`config.mk`:
```
export PLATFORM = sky130hd
export DESIGN_NAME = energy_voice_activity_segmenter
export DESIGN_NICKNAME = d
export VERILOG_FILES = /design/src/hdl/evas_pkg.sv /design/src/hdl/energy_voice_activity_segmenter.sv
export SDC_FILE = /design/constraint.sdc
export NUM_CORES = 1
export LEC_CHECK = 0
export ABC_AREA = 1
export BUFFER_PORTS_ARGS = -buffer_cell sky130_fd_sc_hd__clkbuf_2
export CAP_MARGIN = 10
export CORE_MARGIN = 4
export CORE_UTILIZATION = 36
export CTS_CLUSTER_DIAMETER = 200
export CTS_CLUSTER_SIZE = 8
export DETAILED_ROUTE_END_ITERATION = 8
export PLACE_DENSITY = 0.52
export SYNTH_ARGS = -nofsm -noshare
export SYNTH_HDL_FRONTEND = slang
export SYNTH_SLANG_ARGS = --single-unit
export TNS_END_PERCENT = 1
```
`constraint.sdc`:
```
create_clock -name clk_i -period 5.2 [get_ports clk_i]
set_input_delay 0 -clock clk_i [delete_from_list [all_inputs] [get_ports clk_i]]
set_output_delay 0 -clock clk_i [all_outputs]
set_load 0.05 [all_outputs]
```
`src/hdl/evas_pkg.sv`:
```
// ----------------------------------------------------------------------------
// evas_pkg
// shared types and constants of the energy voice activity segmenter
// ----------------------------------------------------------------------------
`default_nettype none

package evas_pkg;

  // sizing
  localparam int unsigned MaxSegmentSamples = 524288;
  localparam int unsigned MaxFrameSamples   = 4096;
  localparam int unsigned SampleW  = 16;
  localparam int unsigned MagW     = SampleW + 1;
  localparam int unsigned EnergyW  = 40;
  localparam int unsigned CountW   = 8;
  localparam int unsigned SegW     = 20;
  localparam int unsigned FrameW   = $clog2(MaxFrameSamples + 1);

  // configuration port
  localparam int unsigned DataW    = 64;
  localparam int unsigned AddrW    = 5;
  localparam int unsigned RegIdxW  = 2;

  typedef logic [RegIdxW-1:0] reg_idx_t;
  localparam reg_idx_t RegNoiseThreshold = 2'd0;
  localparam reg_idx_t RegStartFrames    = 2'd1;
  localparam reg_idx_t RegEndFrames      = 2'd2;

  localparam logic [EnergyW-1:0] NoiseThresholdRst = 40'd150000;
  localparam logic [CountW-1:0]  StartFramesRst    = 8'd5;
  localparam logic [CountW-1:0]  EndFramesRst      = 8'd20;

  typedef enum logic [1:0] {
    PH_IDLE  = 2'd0,
    PH_START = 2'd1,
    PH_SPEAK = 2'd2,
    PH_END   = 2'd3
  } phase_e;

  typedef enum logic [1:0] {
    ACT_IGNORE  = 2'd0,
    ACT_KEEP    = 2'd1,
    ACT_DISCARD = 2'd2,
    ACT_DONE    = 2'd3
  } action_e;

endpackage

`default_nettype wire

```
`src/hdl/energy_voice_activity_segmenter.sv`:
```
// ----------------------------------------------------------------------------
// energy_voice_activity_segmenter
// frame energy voice activity detector with start confirmation and hangover
// ----------------------------------------------------------------------------
// path: a frame-end beat is held in the stage 1 sample register and loads the
//   result register once that register is free, which then offers its result beat
// throughput: one sample beat per cycle, set by the single accumulate and
//   phase update stage; a frame-end beat waiting on a held result blocks input
// reset: asynchronous, active low; phase idle, all counts and sums zero,
//   registers at their defaults, no beat pending on either side
`default_nettype none

module energy_voice_activity_segmenter
  import evas_pkg::*;
(
  input  wire logic                clk_i,
  input  wire logic                rst_ni,

  // sample channel
  input  wire logic                sample_valid_i,
  output logic                     sample_ready_o,
  input  wire logic signed [15:0]  sample_i,
  input  wire logic                frame_end_i,

  // result channel
  output logic                     result_valid_o,
  input  wire logic                result_ready_i,
  output logic [1:0]               action_o,
  output logic [1:0]               phase_after_o,
  output logic [19:0]              segment_samples_o,
  output logic                     overflow_o,

  // configuration port
  input  wire logic                psel,
  input  wire logic                penable,
  input  wire logic                pwrite,
  input  wire logic [AddrW-1:0]    paddr,
  input  wire logic [DataW-1:0]    pwdata,
  output logic [DataW-1:0]         prdata,
  output logic                     pready
);

  // --------------------------------------------------------------------------
  // configuration registers
  // --------------------------------------------------------------------------
  logic [EnergyW-1:0] noise_threshold_q;
  logic [CountW-1:0]  start_frames_q;
  logic [CountW-1:0]  end_frames_q;
  reg_idx_t           cfg_idx;
  logic               cfg_wr;

  assign pready  = 1'b1;
  assign cfg_idx = paddr[AddrW-1:AddrW-RegIdxW];  // registers sit on 8-byte steps
  assign cfg_wr  = psel && penable && pwrite;

  always_ff @(posedge clk_i or negedge rst_ni) begin
    if (!rst_ni) begin
      noise_threshold_q <= NoiseThresholdRst;
      start_frames_q    <= StartFramesRst;
      end_frames_q      <= EndFramesRst;
    end else if (cfg_wr) begin
      unique case (cfg_idx)
        RegNoiseThreshold: noise_threshold_q <= pwdata[EnergyW-1:0];
        RegStartFrames:    start_frames_q    <= pwdata[CountW-1:0];
        RegEndFrames:      end_frames_q      <= pwdata[CountW-1:0];
        default: ;  // unmapped address, write dropped
      endcase
    end
  end

  always_comb begin
    unique case (cfg_idx)
      RegNoiseThreshold: prdata = {{(DataW-EnergyW){1'b0}}, noise_threshold_q};
      RegStartFrames:    prdata = {{(DataW-CountW){1'b0}}, start_frames_q};
      RegEndFrames:      prdata = {{(DataW-CountW){1'b0}}, end_frames_q};
      default:           prdata = '0;
    endcase
  end

  // --------------------------------------------------------------------------
  // stage 1: sample register, holds the magnitude and the frame-end mark
  // --------------------------------------------------------------------------
  logic            s1_valid_q;
  logic [MagW-1:0] s1_mag_q;
  logic            s1_frame_end_q;
  logic [MagW-1:0] mag;
  logic            in_beat;
  logic            out_free;
  logic            s1_adv;
  logic            out_load;

  // two's complement magnitude; the most negative sample gives 32768
  assign mag = sample_i[15] ? (MagW'(0) - {sample_i[15], sample_i})
                            : {1'b0, sample_i};

  // the result register is free if empty or being drained this cycle
  assign out_free = !result_valid_o || result_ready_i;
  // plain samples never wait; a frame end needs room in the result register
  assign s1_adv   = s1_valid_q && (!s1_frame_end_q || out_free);
  assign out_load = s1_adv && s1_frame_end_q;

  assign sample_ready_o = !s1_valid_q || s1_adv;
  assign in_beat        = sample_valid_i && sample_ready_o;

  always_ff @(posedge clk_i or negedge rst_ni) begin
    if (!rst_ni) begin
      s1_valid_q <= 1'b0;
    end else if (sample_ready_o) begin
      s1_valid_q <= sample_valid_i;
    end
  end

  always_ff @(posedge clk_i) begin
    if (in_beat) begin
      s1_mag_q       <= mag;
      s1_frame_end_q <= frame_end_i;
    end
  end

  // --------------------------------------------------------------------------
  // stage 2: frame accumulation and segment phase machine
  // --------------------------------------------------------------------------
  phase_e             phase_q, phase_d;
  logic [CountW-1:0]  start_count_q, start_count_d;
  logic [CountW-1:0]  end_count_q, end_count_d;
  logic [EnergyW-1:0] energy_q, energy_d;
  logic [FrameW-1:0]  frame_q, frame_d;
  logic [SegW-1:0]    seg_len_q, seg_len_d;
  logic               ovf_q, ovf_d;

  logic [EnergyW:0]   energy_sum;
  logic [EnergyW-1:0] energy_sat;
  logic [FrameW-1:0]  frame_inc;
  logic [SegW:0]      seg_sum;
  logic               seg_over;
  logic [SegW-1:0]    seg_add_len;
  logic               seg_add_ovf;
  logic               loud;
  logic [CountW-1:0]  start_inc;
  logic [CountW-1:0]  end_inc;
  action_e            act;
  logic [SegW-1:0]    rep_len;
  logic               rep_ovf;

  // energy saturates at the all-ones value
  assign energy_sum = {1'b0, energy_q} + (EnergyW+1)'(s1_mag_q);
  assign energy_sat = energy_sum[EnergyW] ? '1 : energy_sum[EnergyW-1:0];

  // frame length saturates at the frame capacity
  assign frame_inc  = (frame_q < FrameW'(MaxFrameSamples)) ? frame_q + FrameW'(1) : frame_q;

  // segment length with this frame added, saturating at capacity
  assign seg_sum     = {1'b0, seg_len_q} + (SegW+1)'(frame_inc);
  assign seg_over    = seg_sum > (SegW+1)'(MaxSegmentSamples);
  assign seg_add_len = seg_over ? SegW'(MaxSegmentSamples) : seg_sum[SegW-1:0];
  assign seg_add_ovf = ovf_q || seg_over;

  assign loud      = energy_sat >= noise_threshold_q;
  assign start_inc = (start_count_q != '1) ? start_count_q + CountW'(1) : start_count_q;
  assign end_inc   = (end_count_q != '1) ? end_count_q + CountW'(1) : end_count_q;

  always_comb begin
    phase_d       = phase_q;
    start_count_d = start_count_q;
    end_count_d   = end_count_q;
    energy_d      = energy_q;
    frame_d       = frame_q;
    seg_len_d     = seg_len_q;
    ovf_d         = ovf_q;
    act           = ACT_KEEP;
    rep_len       = '0;
    rep_ovf       = 1'b0;

    if (s1_adv) begin
      if (!s1_frame_end_q) begin
        energy_d = energy_sat;
        frame_d  = frame_inc;
      end else begin
        // frame closes: next frame starts from zero
        energy_d = '0;
        frame_d  = '0;

        if (loud) begin
          seg_len_d = seg_add_len;
          ovf_d     = seg_add_ovf;
          unique case (phase_q)
            PH_IDLE: begin
              phase_d       = PH_START;
              start_count_d = start_inc;
            end
            PH_START: begin
              start_count_d = start_inc;
              if (start_inc > start_frames_q) phase_d = PH_SPEAK;
            end
            PH_SPEAK: ;
            PH_END: begin
              // loud frame cancels one quiet frame of hangover
              if (end_count_q <= CountW'(1)) begin
                end_count_d = '0;
                phase_d     = PH_SPEAK;
              end else begin
                end_count_d = end_count_q - CountW'(1);
              end
            end
            default: ;
          endcase
        end else begin
          unique case (phase_q)
            PH_IDLE: act = ACT_IGNORE;
            PH_START: begin
              // burst too short, drop it
              act           = ACT_DISCARD;
              phase_d       = PH_IDLE;
              start_count_d = '0;
              end_count_d   = '0;
              seg_len_d     = '0;
              ovf_d         = 1'b0;
            end
            PH_SPEAK: begin
              seg_len_d   = seg_add_len;
              ovf_d       = seg_add_ovf;
              phase_d     = PH_END;
              end_count_d = end_inc;
            end
            PH_END: begin
              seg_len_d   = seg_add_len;
              ovf_d       = seg_add_ovf;
              end_count_d = end_inc;
              if (end_inc > end_frames_q) act = ACT_DONE;
            end
            default: ;
          endcase
        end

        // report what the segment holds after this frame
        if (act == ACT_KEEP || act == ACT_DONE) begin
          rep_len = seg_len_d;
          rep_ovf = ovf_d;
        end

        // hangover expired: segment complete, start over
        if (act == ACT_DONE) begin
          phase_d       = PH_IDLE;
          start_count_d = '0;
          end_count_d   = '0;
          seg_len_d     = '0;
          ovf_d         = 1'b0;
        end
      end
    end
  end

  always_ff @(posedge clk_i or negedge rst_ni) begin
    if (!rst_ni) begin
      phase_q       <= PH_IDLE;
      start_count_q <= '0;
      end_count_q   <= '0;
      energy_q      <= '0;
      frame_q       <= '0;
      seg_len_q     <= '0;
      ovf_q         <= 1'b0;
    end else begin
      phase_q       <= phase_d;
      start_count_q <= start_count_d;
      end_count_q   <= end_count_d;
      energy_q      <= energy_d;
      frame_q       <= frame_d;
      seg_len_q     <= seg_len_d;
      ovf_q         <= ovf_d;
    end
  end

  // --------------------------------------------------------------------------
  // result register
  // --------------------------------------------------------------------------
  always_ff @(posedge clk_i or negedge rst_ni) begin
    if (!rst_ni) begin
      result_valid_o <= 1'b0;
    end else if (out_load) begin
      result_valid_o <= 1'b1;
    end else if (result_ready_i) begin
      result_valid_o <= 1'b0;
    end
  end

  always_ff @(posedge clk_i) begin
    if (out_load) begin
      action_o          <= act;
      phase_after_o     <= phase_d;
      segment_samples_o <= rep_len;
      overflow_o        <= rep_ovf;
    end
  end

endmodule

`default_nettype wire

```
==> flow_results.xml, run 1 <==
<?xml version="1.0" encoding="UTF-8"?>
<metrics>
  <group name="critical_path">
    <metric name="worstPathMaxFanout" unit="">17</metric>
    <metric name="cp.required" unit="ns">5.60</metric>
    <metric name="setup.worst_path.start_class" unit="">flop</metric>
    <metric name="max_stage_delay" unit="ns">0.47</metric>
    <metric name="worstSetupStartpoint" unit="">s1_mag_q[0]$_DFFE_PP_</metric>
    <metric name="crit_arrival" unit="ns">5.16</metric>
    <metric name="setup.worst_path.end_class" unit="">flop</metric>
    <metric name="cell_seen_most_often_among_critical_path_stages" unit="">nand2_1</metric>
    <metric name="worstPathCellList" unit="">ha_1 -&gt; fa_1 -&gt; nand3_1 -&gt; nand2_1 -&gt; a21boi_1 -&gt; o21ai_1 -&gt; nand3_1 -&gt; a21boi_4 -&gt; nand3_1 -&gt; ha_1 -&gt; nand2_1 -&gt; nor2_1 -&gt; nand4_1 -&gt; nor2_1 -&gt; nand3_1 -&gt; nand4_4 -&gt; nor2_1 -&gt; nand2_1 -&gt; nand2_1 -&gt; inv_2 -&gt; buf_4 -&gt; nand2_1 -&gt; nand2_1</metric>
    <metric name="worstSetupPathType" unit="">flop to flop</metric>
    <metric name="critPathBufInv" unit="">2</metric>
    <metric name="worst_r2r_startpoint" unit="">s1_mag_q[0]$_DFFE_PP_</metric>
    <metric name="crit_family" unit="">simple AND/OR/NAND/NOR gates</metric>
    <metric name="timing.reg2reg.worst_path_depth" unit="">23</metric>
    <metric name="worstSetupPathDepth" unit="">23</metric>
    <metric name="regToRegEndpoint" unit="">seg_len_q[0]$_DFFE_PN0P_</metric>
    <metric name="ff2ff_setup_slack" unit="ns">0.44</metric>
    <metric name="critical-path-slowest-cell" unit="">fa_1</metric>
  </group>
  <group name="sta">
    <metric name="setup-violations-final" unit="">0</metric>
    <metric name="final.period_utilization" unit="%">91.6</metric>
    <metric name="final_slew_violations" unit="">0</metric>
    <metric name="slew_headroom" unit="%">33.1</metric>
    <metric name="tightest_pin_transition" unit="ns">1.00</metric>
    <metric name="timing.final.crit_period" unit="ns">4.76</metric>
    <metric name="finalHoldViolations" unit="">0</metric>
    <metric name="final.setup_skew" unit="ns">0.0161</metric>
    <metric name="clock.fmax" unit="GHz">0.210</metric>
  </group>
  <group name="clock_network">
    <metric name="clkLatencyLatePin" unit="ns">0.46</metric>
    <metric name="ctsHtreeMaxLevel" unit="">4</metric>
    <metric name="cts_tree" unit="">built</metric>
    <metric name="clk_transition_reported_paths" unit="ns">0.08</metric>
    <metric name="clock-sinks" unit="">193</metric>
    <metric name="cts.root.buffer_cell" unit="">clkbuf_16</metric>
    <metric name="clockBufferDepth" unit="">2</metric>
    <metric name="tritoncts_buffers" unit="">17</metric>
  </group>
  <group name="synth">
    <metric name="asyncSetResetFlopFracSynth" unit="%">77.7</metric>
    <metric name="yosys.cell_types.count" unit="">59</metric>
    <metric name="synth.cell_area" unit="um^2">13700</metric>
    <metric name="yosys_most_used_dff" unit="">dfrtp_1</metric>
    <metric name="synth_top_cells_by_area" unit="">dfrtp_1 25%, nand2_1 14%, edfxtp_1 9.4%</metric>
    <metric name="synth.yosys.seq_area_share" unit="%">37.0</metric>
    <metric name="synth.yosys.warnings" unit="">0</metric>
    <metric name="yosys_register_bits" unit="">193</metric>
    <metric name="synthDominantAreaCellType" unit="">dfrtp_1</metric>
    <metric name="syn-mean-instance-area" unit="um^2">7.29</metric>
    <metric name="area_share_of_the_leading_cell_type_in_the_synthesized_netlist" unit="%">25.2</metric>
    <metric name="syn_inst" unit="">1878</metric>
    <metric name="synth_enable_flop_cells" unit="">43</metric>
  </group>
  <group name="global_route">
    <metric name="antenna_found_initial" unit="">1</metric>
    <metric name="grt_pass1_wl" unit="um">64400</metric>
    <metric name="vias_in_the_first_global_route" unit="">12425</metric>
    <metric name="groute.usage.overall" unit="%">19.3</metric>
    <metric name="grt_start_max_net_pins" unit="">102</metric>
    <metric name="globalRoute.totalOverflow" unit="">0</metric>
  </group>
  <group name="route">
    <metric name="drt_first_pass_iters" unit="">5</metric>
    <metric name="postRouteWirelength" unit="um">39000</metric>
    <metric name="drc" unit="">0</metric>
    <metric name="route.vias.total" unit="">12535</metric>
    <metric name="post_drt_via_cell_ratio" unit="">4.83</metric>
    <metric name="initialDrtViolationCount" unit="">728</metric>
    <metric name="drt-wirelength-per-cell" unit="um">15.0</metric>
    <metric name="antenna_left" unit="">0</metric>
  </group>
  <group name="cells_and_area">
    <metric name="multi_input_area" unit="um^2">7360</metric>
    <metric name="final_core_util" unit="%">42.9</metric>
    <metric name="area_growth_syn_to_layout" unit="%">17.7</metric>
    <metric name="n_fill_cell" unit="">3903</metric>
    <metric name="drive_gt1_share" unit="%">11.6</metric>
    <metric name="postLayoutCellArea" unit="um^2">16100</metric>
    <metric name="layout_common_cells" unit="">504 x nand2_1, 244 x inv_1, 208 x nor2_1, 138 x dfrtp_1, 131 x clkbuf_2</metric>
    <metric name="mostFrequentLayoutCell" unit="">nand2_1</metric>
    <metric name="nets" unit="">2261</metric>
    <metric name="layout.area.seq" unit="um^2">5060</metric>
  </group>
  <group name="power_and_ir_drop">
    <metric name="combinationalPowerShare" unit="%">44.2</metric>
    <metric name="power_switching" unit="mW">2.56</metric>
    <metric name="ir_drop" unit="mV">0.236</metric>
    <metric name="net_switching_share_of_the_total_power" unit="%">43.2</metric>
    <metric name="internal_power" unit="mW">3.36</metric>
    <metric name="power.density" unit="nW/um^2">368</metric>
    <metric name="clkPwrFrac" unit="%">22.9</metric>
    <metric name="sequentialPowerShare" unit="%">32.9</metric>
    <metric name="leakage_power" unit="nW">8.27</metric>
  </group>
  <group name="place">
    <metric name="dpl.hpwl" unit="um">29700</metric>
    <metric name="dpl-instance-area" unit="um^2">14800</metric>
    <metric name="gp_routability_congestion" unit="">0.869</metric>
    <metric name="io_buffers" unit="">132</metric>
  </group>
  <group name="min_path">
    <metric name="timing.hold.worst.class" unit="">input pin to flop</metric>
    <metric name="min_from" unit="">penable</metric>
    <metric name="timing.hold.worst_endpoint" unit="">noise_threshold_q[2]$_DFFE_PN0P_</metric>
    <metric name="min_path_cells" unit="">4</metric>
  </group>
  <group name="floorplan">
    <metric name="floorplan.die_area" unit="um^2">41200</metric>
    <metric name="floorplan.io_pins" unit="">185</metric>
    <metric name="row_count" unit="">71</metric>
    <metric name="start_util" unit="%">36.4</metric>
    <metric name="fp.dieH" unit="um">203</metric>
    <metric name="die_w" unit="um">203</metric>
    <metric name="core_region_area" unit="um^2">37600</metric>
  </group>
  <group name="run_status">
    <metric name="outcome" unit="">finished clean</metric>
  </group>
  <group name="job">
    <metric name="drv_cap" unit="">0</metric>
  </group>
</metrics>
==> kinds of logic after synthesis <==
logic type               count (synthesis)  synth area share [%]
adder cells (fa/ha/maj)                 99                  9.16
buffers and inverters                  325                  10.0
AND/OR/NAND/NOR                        912                  28.4
other                                    2                0.0549
multiplexers                             1                0.0823
XOR/XNOR                                62                  3.97
AO/OA/AOI/OAI                          284                  11.4
flip-flops                             193                  37.0
==> flip-flops by register name, indices dropped and copies added (netlist names) <==
name / count
energy_q: 40
action_o: 2
phase_q: 2
end_count_q: 8
frame_q: 13
s1_mag_q: 17
start_frames_q: 8
start_count_q: 8
noise_threshold_q: 40
result_valid_o: 1
s1_frame_end_q: 1
overflow_o: 1
ovf_q: 1
end_frames_q: 8
s1_valid_q: 1
phase_after_o: 2
seg_len_q: 20
segment_samples_o: 20
==> power groups by stage <==
stage / Sequential [mW] / Combinational [mW] / Clock (mW)
finish: 1.95 / 2.62 / 1.35
global route: 1.98 / 2.99 / 1.45
CTS: 1.95 / 2.63 / 1.39
detailed placement: 1.98 / 2.57 / 0
global placement: 1.98 / 2.54 / 0
floorplan: 1.97 / 1.88 / 0
==> worst max path at each step <==
stage                                                to
floorplan                    phase_after_o[0]$_DFFE_PP_
finish                         seg_len_q[0]$_DFFE_PN0P_
CTS                  segment_samples_o[0]$_SDFFCE_PN0P_
global placement    segment_samples_o[19]$_SDFFCE_PN0P_
detailed placement   segment_samples_o[0]$_SDFFCE_PN0P_
global route                 end_count_q[5]$_DFFE_PN0P_
==> cell type report <==
cell class / instances / share of cell area, %
clock buffers: 20 / 2.84
inverters: 255 / 5.96
clock inverters: 12 / 0.754
repair buffers: 218 / 9.32
multi-input cells: 1384 / 45.7
diodes: 1 / 0.0155
flip-flops and latches: 193 / 31.4
well taps: 511 / 3.97
==> what timing repair did <==
action                                 CTS  global route
endpoints found under the hold margin  163             0
setup buffers                            0             0
gates resized for setup                  0             3
hold buffers                            70             0
setup endpoints to repair                0            55
==> metrics by stage <==
| step | instances | hold slack, ns | TNS [ns] | total power, mW | worst slack, ns |
|---|---|---|---|---|---|
| after floorplan | 1902 | -0.296 | 0 | 3.85 | 1.28 |
| after global placement | 2491 | 0.190 | 0 | 4.52 | 0.296 |
| after detailed placement | 2491 | 0.196 | 0 | 4.54 | 0.266 |
| after CTS | 2593 | 0.0331 | 0 | 5.97 | 0.221 |
| after global routing | 2594 | 0.103 | -0.0493 | 6.42 | -0.0197 |
| final | 2594 | 0.0642 | 0 | 5.93 | 0.439 |
==> cells in the mapped netlist, drive strengths merged, types with 3 or more instances <==
library cell and n:
a21boi 3, a21oi 121, a22o 4, a31oi 4
and2 6, and3 3, buf 44, clkbuf 26
dfrtp 138, dfstp 12, edfxtp 43, ha 97
inv 253, nand2 514, nand3 98, nand3b 8
nand4 22, nor2 215, nor3 27, nor3b 4
nor4 8, o211ai 5, o21ai 114, o221ai 7
o22ai 15, or2 7, xnor2 15, xor2 47
==> metal layers <==
| layer | GRT usage, % | share of wire, % | vias to the layer above |
|---|---|---|---|
| li1 | - | - | 6412 |
| met1 | 27.1 | 50 | 5827 |
| met2 | 30.8 | 44 | 255 |
| met3 | 2.92 | 3.5 | 41 |
| met4 | 6.16 | 2.2 | 0 |
| met5 | 0 | 0 | - |
==> tightest hold or removal path: cells and delay by family <==
kind | cells | cell delay, ns
AO/OA/AOI/OAI | 1 | 0.08
buffers and inverters | 1 | 0.08
AND/OR/NAND/NOR | 2 | 0.32
No activity file was read; power rests on OpenSTA's default activity.
==> inputs of run 2 (changes only) <==
--- a/config.mk
+++ b/config.mk
@@ -11,7 +11,7 @@
 export CORE_MARGIN = 4
 export CORE_UTILIZATION = 36
 export CTS_CLUSTER_DIAMETER = 200
-export CTS_CLUSTER_SIZE = 8
+export CTS_CLUSTER_SIZE = 28
 export DETAILED_ROUTE_END_ITERATION = 8
 export PLACE_DENSITY = 0.52
 export SYNTH_ARGS = -nofsm -noshare
==> constraint.sdc (replaced) <==
create_clock -name clk_i -period 5.8 [get_ports clk_i]
set_input_delay 0 -clock clk_i [delete_from_list [all_inputs] [get_ports clk_i]]
set_output_delay 0 -clock clk_i [all_outputs]
set_load 0.05 [all_outputs]
==> flow_results.xml, run 2 (same netlist as run 1, synthesis figures left out) <==
<?xml version="1.0" encoding="UTF-8"?>
<metrics>
  <group name="cells_and_area">
    <metric name="post_route_insts_no_fill" unit="">2584</metric>
    <metric name="n_fill_cell" unit="">3903</metric>
    <metric name="area_growth_syn_to_layout" unit="%">17.0</metric>
    <metric name="multi_input_area" unit="um^2">7350</metric>
    <metric name="reg_top3" unit="">energy_q x40, noise_threshold_q x40</metric>
    <metric name="mostFrequentLayoutCell" unit="">nand2_1</metric>
    <metric name="layout.area.seq" unit="um^2">5060</metric>
    <metric name="diodes" unit="">0</metric>
    <metric name="nets" unit="">2252</metric>
    <metric name="layout_common_cells" unit="">504 x nand2_1, 244 x inv_1, 208 x nor2_1, 138 x dfrtp_1, 131 x clkbuf_2</metric>
    <metric name="drive_gt1_share" unit="%">11.5</metric>
  </group>
  <group name="floorplan">
    <metric name="row_count" unit="">71</metric>
    <metric name="fp.dieH" unit="um">203</metric>
    <metric name="die_w" unit="um">203</metric>
    <metric name="start_util" unit="%">36.4</metric>
    <metric name="core_region_area" unit="um^2">37600</metric>
    <metric name="floorplan.die_area" unit="um^2">41200</metric>
    <metric name="floorplan.io_pins" unit="">185</metric>
  </group>
  <group name="route">
    <metric name="drc" unit="">0</metric>
    <metric name="wl_met3" unit="um">1840</metric>
    <metric name="route.vias.total" unit="">12515</metric>
    <metric name="top_layer_used" unit="">met5</metric>
    <metric name="drt_first_pass_iters" unit="">5</metric>
    <metric name="met2RoutedLength" unit="um">17000</metric>
    <metric name="drt-wirelength-per-cell" unit="um">15.0</metric>
    <metric name="m1WireLength" unit="um">19000</metric>
    <metric name="initialDrtViolationCount" unit="">773</metric>
    <metric name="postRouteWirelength" unit="um">38700</metric>
    <metric name="antenna_left" unit="">0</metric>
    <metric name="post_drt_via_cell_ratio" unit="">4.84</metric>
  </group>
  <group name="sta">
    <metric name="final_slew_violations" unit="">0</metric>
    <metric name="tns" unit="ns">0</metric>
    <metric name="final.setup.worst_slack" unit="ns">0.687</metric>
    <metric name="timing.final.crit_period" unit="ns">5.11</metric>
    <metric name="finalHoldViolations" unit="">0</metric>
    <metric name="tightest_pin_transition" unit="ns">1.04</metric>
    <metric name="clock.fmax" unit="GHz">0.196</metric>
    <metric name="setup-violations-final" unit="">0</metric>
    <metric name="final.period_utilization" unit="%">88.2</metric>
    <metric name="slew_headroom" unit="%">30.6</metric>
    <metric name="final.setup_skew" unit="ns">0.0155</metric>
    <metric name="grt_setup_unrepaired" unit="">no</metric>
  </group>
  <group name="clock_network">
    <metric name="tritoncts_buffers" unit="">17</metric>
    <metric name="ctsResizeCount" unit="">0</metric>
    <metric name="holdBufCountCts" unit="">65</metric>
    <metric name="clock-sinks" unit="">193</metric>
    <metric name="cts.root.buffer_cell" unit="">clkbuf_16</metric>
    <metric name="clkLatencyLatePin" unit="ns">0.45</metric>
    <metric name="ctsHtreeMaxLevel" unit="">4</metric>
    <metric name="cts_tree" unit="">built</metric>
    <metric name="postCtsSetupRepairBufs" unit="">0</metric>
    <metric name="clockBufferDepth" unit="">2</metric>
    <metric name="clk_transition_reported_paths" unit="ns">0.08</metric>
  </group>
  <group name="critical_path">
    <metric name="timing.reg2reg.worst_path_depth" unit="">23</metric>
    <metric name="ff2ff_setup_slack" unit="ns">0.69</metric>
    <metric name="worst_r2r_startpoint" unit="">s1_mag_q[0]$_DFFE_PP_</metric>
    <metric name="worstSetupPathType" unit="">flop to flop</metric>
    <metric name="cp.required" unit="ns">6.07</metric>
    <metric name="regToRegEndpoint" unit="">segment_samples_o[3]$_SDFFCE_PN0P_</metric>
    <metric name="setup.worst_path.end_class" unit="">flop</metric>
    <metric name="worstPathMaxFanout" unit="">26</metric>
    <metric name="setup.worst_path.start_class" unit="">flop</metric>
    <metric name="crit_arrival" unit="ns">5.39</metric>
  </group>
  <group name="place">
    <metric name="gp_routability_congestion" unit="">0.866</metric>
    <metric name="dpl.cell_count" unit="">2487</metric>
    <metric name="dpl.hpwl" unit="um">29400</metric>
    <metric name="io_buffers" unit="">132</metric>
    <metric name="dp_worst_setup_slack" unit="ns">0.703</metric>
  </group>
  <group name="power_and_ir_drop">
    <metric name="power" unit="mW">5.29</metric>
    <metric name="ir_drop" unit="mV">0.214</metric>
    <metric name="leakage_power" unit="nW">8.22</metric>
    <metric name="power.density" unit="nW/um^2">331</metric>
  </group>
  <group name="global_route">
    <metric name="grt_start_max_net_pins" unit="">104</metric>
    <metric name="antenna_found_initial" unit="">1</metric>
    <metric name="grt_pass1_wl" unit="um">63800</metric>
    <metric name="vias_in_the_first_global_route" unit="">12283</metric>
    <metric name="globalRoute.totalOverflow" unit="">0</metric>
    <metric name="groute.usage.overall" unit="%">19.1</metric>
  </group>
  <group name="min_path">
    <metric name="timing.hold.worst.class" unit="">input pin to async pin</metric>
  </group>
  <group name="run_status">
    <metric name="outcome" unit="">finished clean</metric>
  </group>
  <group name="job">
    <metric name="drv_cap" unit="">0</metric>
  </group>
</metrics>
## run 2: worst max path at each step
stage,from,endpoint,slack [ns],cells after the start
detailed placement,s1_mag_q[0]$_DFFE_PP_,segment_samples_o[3]$_SDFFCE_PN0P_,0.70,23
finish,s1_mag_q[0]$_DFFE_PP_,segment_samples_o[3]$_SDFFCE_PN0P_,0.69,23
global route,s1_mag_q[0]$_DFFE_PP_,segment_samples_o[19]$_SDFFCE_PN0P_,0.22,24
CTS,s1_mag_q[0]$_DFFE_PP_,segment_samples_o[3]$_SDFFCE_PN0P_,0.66,23
floorplan,s1_mag_q[0]$_DFFE_PP_,phase_after_o[0]$_DFFE_PP_,1.88,27
global placement,s1_mag_q[0]$_DFFE_PP_,segment_samples_o[19]$_SDFFCE_PN0P_,0.72,27
## run 2: area by class of cell
type / count / area share (%)
repair buffers: 209 / 8.79
inverters: 255 / 5.98
well taps: 511 / 3.99
clock buffers: 22 / 2.99
clock inverters: 10 / 0.773
flip-flops and latches: 193 / 31.6
multi-input cells: 1384 / 45.9
## run 2: power by group
| group | switching (mW) | internal [mW] | leakage [nW] |
|---|---|---|---|
| combinational | 1.54 | 0.759 | 5.60 |
| clock | 0.560 | 0.682 | 0.290 |
| sequential | 0.143 | 1.61 | 2.32 |
## run 2: through the flow
step / hold slack [ns] / utilization, % / area (um^2)
floorplan: -0.296 / - / 13800
global placement: 0.210 / 39.3 / 14800
detailed placement: 0.218 / 39.3 / 14800
CTS: 0.286 / 42.6 / 16000
global route: 0.311 / 42.6 / 16000
finish: 0.259 / 42.6 / 16000
## run 2: per-layer routing
| metal | vias up | global-route usage [%] |
|---|---|---|
| met3 | 43 | 3.32 |
| met1 | 5785 | 27.0 |
| met2 | 299 | 30.1 |
| li1 | 6386 | - |
| met5 | - | 0 |
| met4 | 2 | 5.43 |
## run 2: worst max-delay path: stages (launching register included)
cell,delay [ns]
edfxtp_1,0.37
ha_1,0.27
fa_1,0.47
nand3_1,0.12
nand2_1,0.12
nand4_1,0.13
o211ai_2,0.19
nand2_2,0.16
nor2_4,0.05
nand2_4,0.10
clkinv_2,0.36
nor2_1,0.28
inv_1,0.12
ha_1,0.31
nand2_1,0.07
nor2_1,0.14
nand4_1,0.17
nor3_1,0.24
nand3_1,0.18
inv_1,0.10
nor2_2,0.08
o21ai_2,0.39
nand3_1,0.22
a21oi_1,0.24
==> inputs of run 3 (changes only) <==
--- a/config.mk
+++ b/config.mk
@@ -5,7 +5,7 @@
 export SDC_FILE = /design/constraint.sdc
 export NUM_CORES = 1
 export LEC_CHECK = 0
-export ABC_AREA = 1
+export ABC_AREA = 0
 export BUFFER_PORTS_ARGS = -buffer_cell sky130_fd_sc_hd__clkbuf_2
 export CAP_MARGIN = 10
 export CORE_MARGIN = 4
@@ -14,6 +14,7 @@
 export CTS_CLUSTER_SIZE = 28
 export DETAILED_ROUTE_END_ITERATION = 8
 export PLACE_DENSITY = 0.52
+export SLEW_MARGIN = 20
 export SYNTH_ARGS = -nofsm -noshare
 export SYNTH_HDL_FRONTEND = slang
 export SYNTH_SLANG_ARGS = --single-unit
==> flow_results.xml, run 3 <==
<?xml version="1.0" encoding="UTF-8"?>
<metrics>
  <group name="synth">
    <metric name="synth.cell_area" unit="um^2">13100</metric>
    <metric name="syn_inst" unit="">1480</metric>
    <metric name="synth_top_family_by_area" unit="">compound AO/OA/AOI/OAI gates</metric>
    <metric name="yosys_most_used_dff" unit="">dfrtp_1</metric>
    <metric name="synthDominantAreaCellType" unit="">dfrtp_1</metric>
    <metric name="post_synth_fa_ha_maj_area_fraction" unit="%">9.58</metric>
    <metric name="post_synth_and_or_nand_nor_area_fraction" unit="%">18.4</metric>
    <metric name="asyncSetResetFlopFracSynth" unit="%">77.7</metric>
    <metric name="synth.yosys.seq_area_share" unit="%">38.7</metric>
    <metric name="synth-xor-area-share" unit="%">4.82</metric>
    <metric name="synth_compound_gate_area_share" unit="%">20.4</metric>
    <metric name="synth.mux.area_fraction" unit="%">1.91</metric>
    <metric name="synth.top_cells.by_count" unit="">190 x nand2_1, 138 x dfrtp_1, 119 x o21ai_0, 97 x ha_1, 91 x nor2_1</metric>
    <metric name="synth_enable_flop_cells" unit="">43</metric>
    <metric name="area_share_of_the_leading_cell_type_in_the_synthesized_netlist" unit="%">26.4</metric>
    <metric name="yosys_register_bits" unit="">193</metric>
    <metric name="synth.yosys.warnings" unit="">0</metric>
    <metric name="syn-mean-instance-area" unit="um^2">8.84</metric>
    <metric name="synth_top_cells_by_area" unit="">dfrtp_1 26%, edfxtp_1 9.9%, ha_1 9.3%</metric>
    <metric name="yosys.cell_count.top_type" unit="">nand2_1</metric>
    <metric name="yosys.cell_types.count" unit="">80</metric>
  </group>
  <group name="global_route">
    <metric name="groute.usage.overall" unit="%">18.9</metric>
    <metric name="grt_pass1_wl" unit="um">59400</metric>
    <metric name="use_met1" unit="%">26.6</metric>
    <metric name="globalRouteMet2Util" unit="%">30.8</metric>
    <metric name="vias_in_the_first_global_route" unit="">11046</metric>
    <metric name="globalRoute.totalOverflow" unit="">0</metric>
    <metric name="gr-usage-met3" unit="%">2.69</metric>
    <metric name="antenna_found_initial" unit="">0</metric>
    <metric name="grt_start_max_net_pins" unit="">91</metric>
    <metric name="peak_usage_layer_in_the_global_routing_report" unit="">met2</metric>
  </group>
  <group name="floorplan">
    <metric name="row_count" unit="">69</metric>
    <metric name="start_util" unit="%">36.6</metric>
    <metric name="die_w" unit="um">199</metric>
    <metric name="floorplan.io_pins" unit="">185</metric>
    <metric name="fp.dieH" unit="um">199</metric>
    <metric name="floorplan.die_area" unit="um^2">39400</metric>
    <metric name="core_region_area" unit="um^2">35700</metric>
  </group>
  <group name="critical_path">
    <metric name="setup.worst_path.start_class" unit="">flop</metric>
    <metric name="cp.required" unit="ns">6.14</metric>
    <metric name="worstSetupPathType" unit="">flop to flop</metric>
    <metric name="crit_arrival" unit="ns">5.72</metric>
    <metric name="worstPathCellList" unit="">ha_1 -&gt; fa_1 -&gt; a21o_1 -&gt; a21oi_1 -&gt; o211a_1 -&gt; o31a_1 -&gt; o21ai_1 -&gt; buf_4 -&gt; nand3_1 -&gt; buf_4 -&gt; nand2_1 -&gt; ha_1 -&gt; a21oi_1 -&gt; o21ai_0 -&gt; a22oi_1 -&gt; o211ai_1 -&gt; a221oi_4 -&gt; nand3_1 -&gt; and3_1 -&gt; and2_2 -&gt; a22o_1</metric>
    <metric name="max_stage_delay" unit="ns">0.52</metric>
    <metric name="critical-path-slowest-cell" unit="">a221oi_4</metric>
    <metric name="setup.worst_path.end_class" unit="">flop</metric>
    <metric name="worstPathMaxFanout" unit="">14</metric>
  </group>
  <group name="clock_network">
    <metric name="cts_tree" unit="">built</metric>
    <metric name="clkLatencyLatePin" unit="ns">0.46</metric>
    <metric name="clock-sinks" unit="">193</metric>
    <metric name="clockBufferDepth" unit="">2</metric>
    <metric name="clk_transition_reported_paths" unit="ns">0.07</metric>
    <metric name="tritoncts_buffers" unit="">17</metric>
    <metric name="cts.root.buffer_cell" unit="">clkbuf_16</metric>
    <metric name="ctsHtreeMaxLevel" unit="">4</metric>
  </group>
  <group name="power_and_ir_drop">
    <metric name="leakage_power" unit="nW">7.06</metric>
    <metric name="combinationalPowerShare" unit="%">42.8</metric>
    <metric name="ir_drop" unit="mV">0.223</metric>
    <metric name="internal_power" unit="mW">3.13</metric>
    <metric name="clkPwrFrac" unit="%">23.0</metric>
    <metric name="net_switching_share_of_the_total_power" unit="%">40.7</metric>
    <metric name="power_switching" unit="mW">2.14</metric>
    <metric name="power.density" unit="nW/um^2">341</metric>
    <metric name="sequentialPowerShare" unit="%">34.2</metric>
    <metric name="power" unit="mW">5.27</metric>
  </group>
  <group name="sta">
    <metric name="timing.final.crit_period" unit="ns">5.38</metric>
    <metric name="grt_setup_unrepaired" unit="">no</metric>
    <metric name="tns" unit="ns">0</metric>
    <metric name="setup-violations-final" unit="">0</metric>
    <metric name="tightest_pin_transition" unit="ns">0.932</metric>
    <metric name="finalHoldViolations" unit="">0</metric>
    <metric name="clock.fmax" unit="GHz">0.186</metric>
    <metric name="timing.hold.ws" unit="ns">0.0198</metric>
    <metric name="final.setup_skew" unit="ns">0.0182</metric>
    <metric name="slew_headroom" unit="%">37.9</metric>
    <metric name="final.period_utilization" unit="%">92.8</metric>
    <metric name="final_slew_violations" unit="">0</metric>
  </group>
  <group name="route">
    <metric name="antenna_left" unit="">0</metric>
    <metric name="post_drt_via_cell_ratio" unit="">5.35</metric>
    <metric name="drc" unit="">0</metric>
    <metric name="route.vias.total" unit="">11362</metric>
    <metric name="drt-wirelength-per-cell" unit="um">17.5</metric>
    <metric name="drt_first_pass_iters" unit="">5</metric>
    <metric name="initialDrtViolationCount" unit="">732</metric>
    <metric name="postRouteWirelength" unit="um">37100</metric>
  </group>
  <group name="job">
    <metric name="drv_cap" unit="">0</metric>
  </group>
  <group name="min_path">
    <metric name="timing.hold.worst.class" unit="">input pin to flop</metric>
  </group>
  <group name="run_status">
    <metric name="outcome" unit="">finished clean</metric>
  </group>
  <group name="cells_and_area">
    <metric name="diodes" unit="">0</metric>
    <metric name="area_growth_syn_to_layout" unit="%">18.0</metric>
    <metric name="mostFrequentLayoutCell" unit="">nand2_1</metric>
    <metric name="drive_gt1_share" unit="%">14.5</metric>
    <metric name="nets" unit="">1841</metric>
    <metric name="layout_common_cells" unit="">190 x nand2_1, 138 x dfrtp_1, 131 x clkbuf_2, 119 x o21ai_0, 97 x ha_1</metric>
    <metric name="reg_top3" unit="">energy_q x40, noise_threshold_q x40</metric>
  </group>
  <group name="place">
    <metric name="io_buffers" unit="">132</metric>
    <metric name="gp_routability_congestion" unit="">0.884</metric>
    <metric name="dpl.hpwl" unit="um">27200</metric>
  </group>
</metrics>
run 3: per-layer routing:
metal / share of wire [%] / vias up
met1: 48 / 5438
met3: 4.3 / 31
met2: 46 / 245
met4: 1.5 / 0
li1: - / 5648
met5: 0 / -
run 3: cell type report:
| cell class | instances | area (um^2) |
|---|---|---|
| Clock inverter | 9 | 95.1 |
| Clock buffer | 23 | 504 |
| Multi-Input combinational cell | 1130 | 7330 |
| Timing Repair Buffer | 230 | 1580 |
| Inverter | 77 | 289 |
| Sequential cell | 193 | 5060 |
| Fill cell | 3535 | 20300 |
| Tap cell | 461 | 577 |
run 3: timing repair:
action / CTS / global route
buffers inserted: 0 / 0
resized for setup: 0 / 5
hold buffers: 65 / 0
hold endpoints to repair: 154 / 0
setup endpoints to repair: 0 / 49
run 3: critical path: cells and delay by family, from the launching register on:
family	cells	cell delay [ns]
AOI/OAI and AO/OA	11	2.51
adders and majority gates	3	0.99
and+or+nand+nor	5	0.99
DFF	1	0.40
buffers and inverters	2	0.37
run 3: cell families after synthesis:
group	Yosys count
mux	24
compound gates	398
buf+inv	181
xor+xnor	72
fa+ha+maj	99
flops	193
simple gates	511
other cells	2
run 3: worst paths after layout:
check / depth (start not counted) / slack, ns / from / endpoint
max: 21 / 0.42 / s1_mag_q[0]$_DFFE_PP_ / seg_len_q[5]$_DFFE_PN0P_
min: 3 / 0.02 / sample_i[1] / s1_mag_q[1]$_DFFE_PP_
max reg2reg: 21 / 0.42 / s1_mag_q[0]$_DFFE_PP_ / seg_len_q[5]$_DFFE_PN0P_
min reg2reg: 1 / 0.50 / ovf_q$_DFFE_PN0P_ / ovf_q$_DFFE_PN0P_
max in group asynchronous: 3 / 4.24 / rst_ni / seg_len_q[5]$_DFFE_PN0P_
min in group asynchronous: 2 / 0.20 / rst_ni / start_frames_q[5]$_DFFE_PN0P_
run 3: metrics by stage:
stage	util (%)	worst slack [ns]	cell area [um^2]	cells
detailed placement	39.6	0.157	14200	2026
global route	43.2	0.0455	15400	2123
finish	43.2	0.419	15400	2123
CTS	43.1	0.135	15400	2123
floorplan	-	0.655	13200	1504
global placement	39.6	0.262	14200	2026
run 3: power by group through the flow:
stage	clock network (mW)	logic, mW	registers, mW
after floorplan	0	1.62	1.78
after global placement	0	2.17	1.82
after detailed placement	0	2.21	1.82
after CTS	1.25	2.25	1.80
after global routing	1.30	2.53	1.83
final	1.21	2.25	1.80
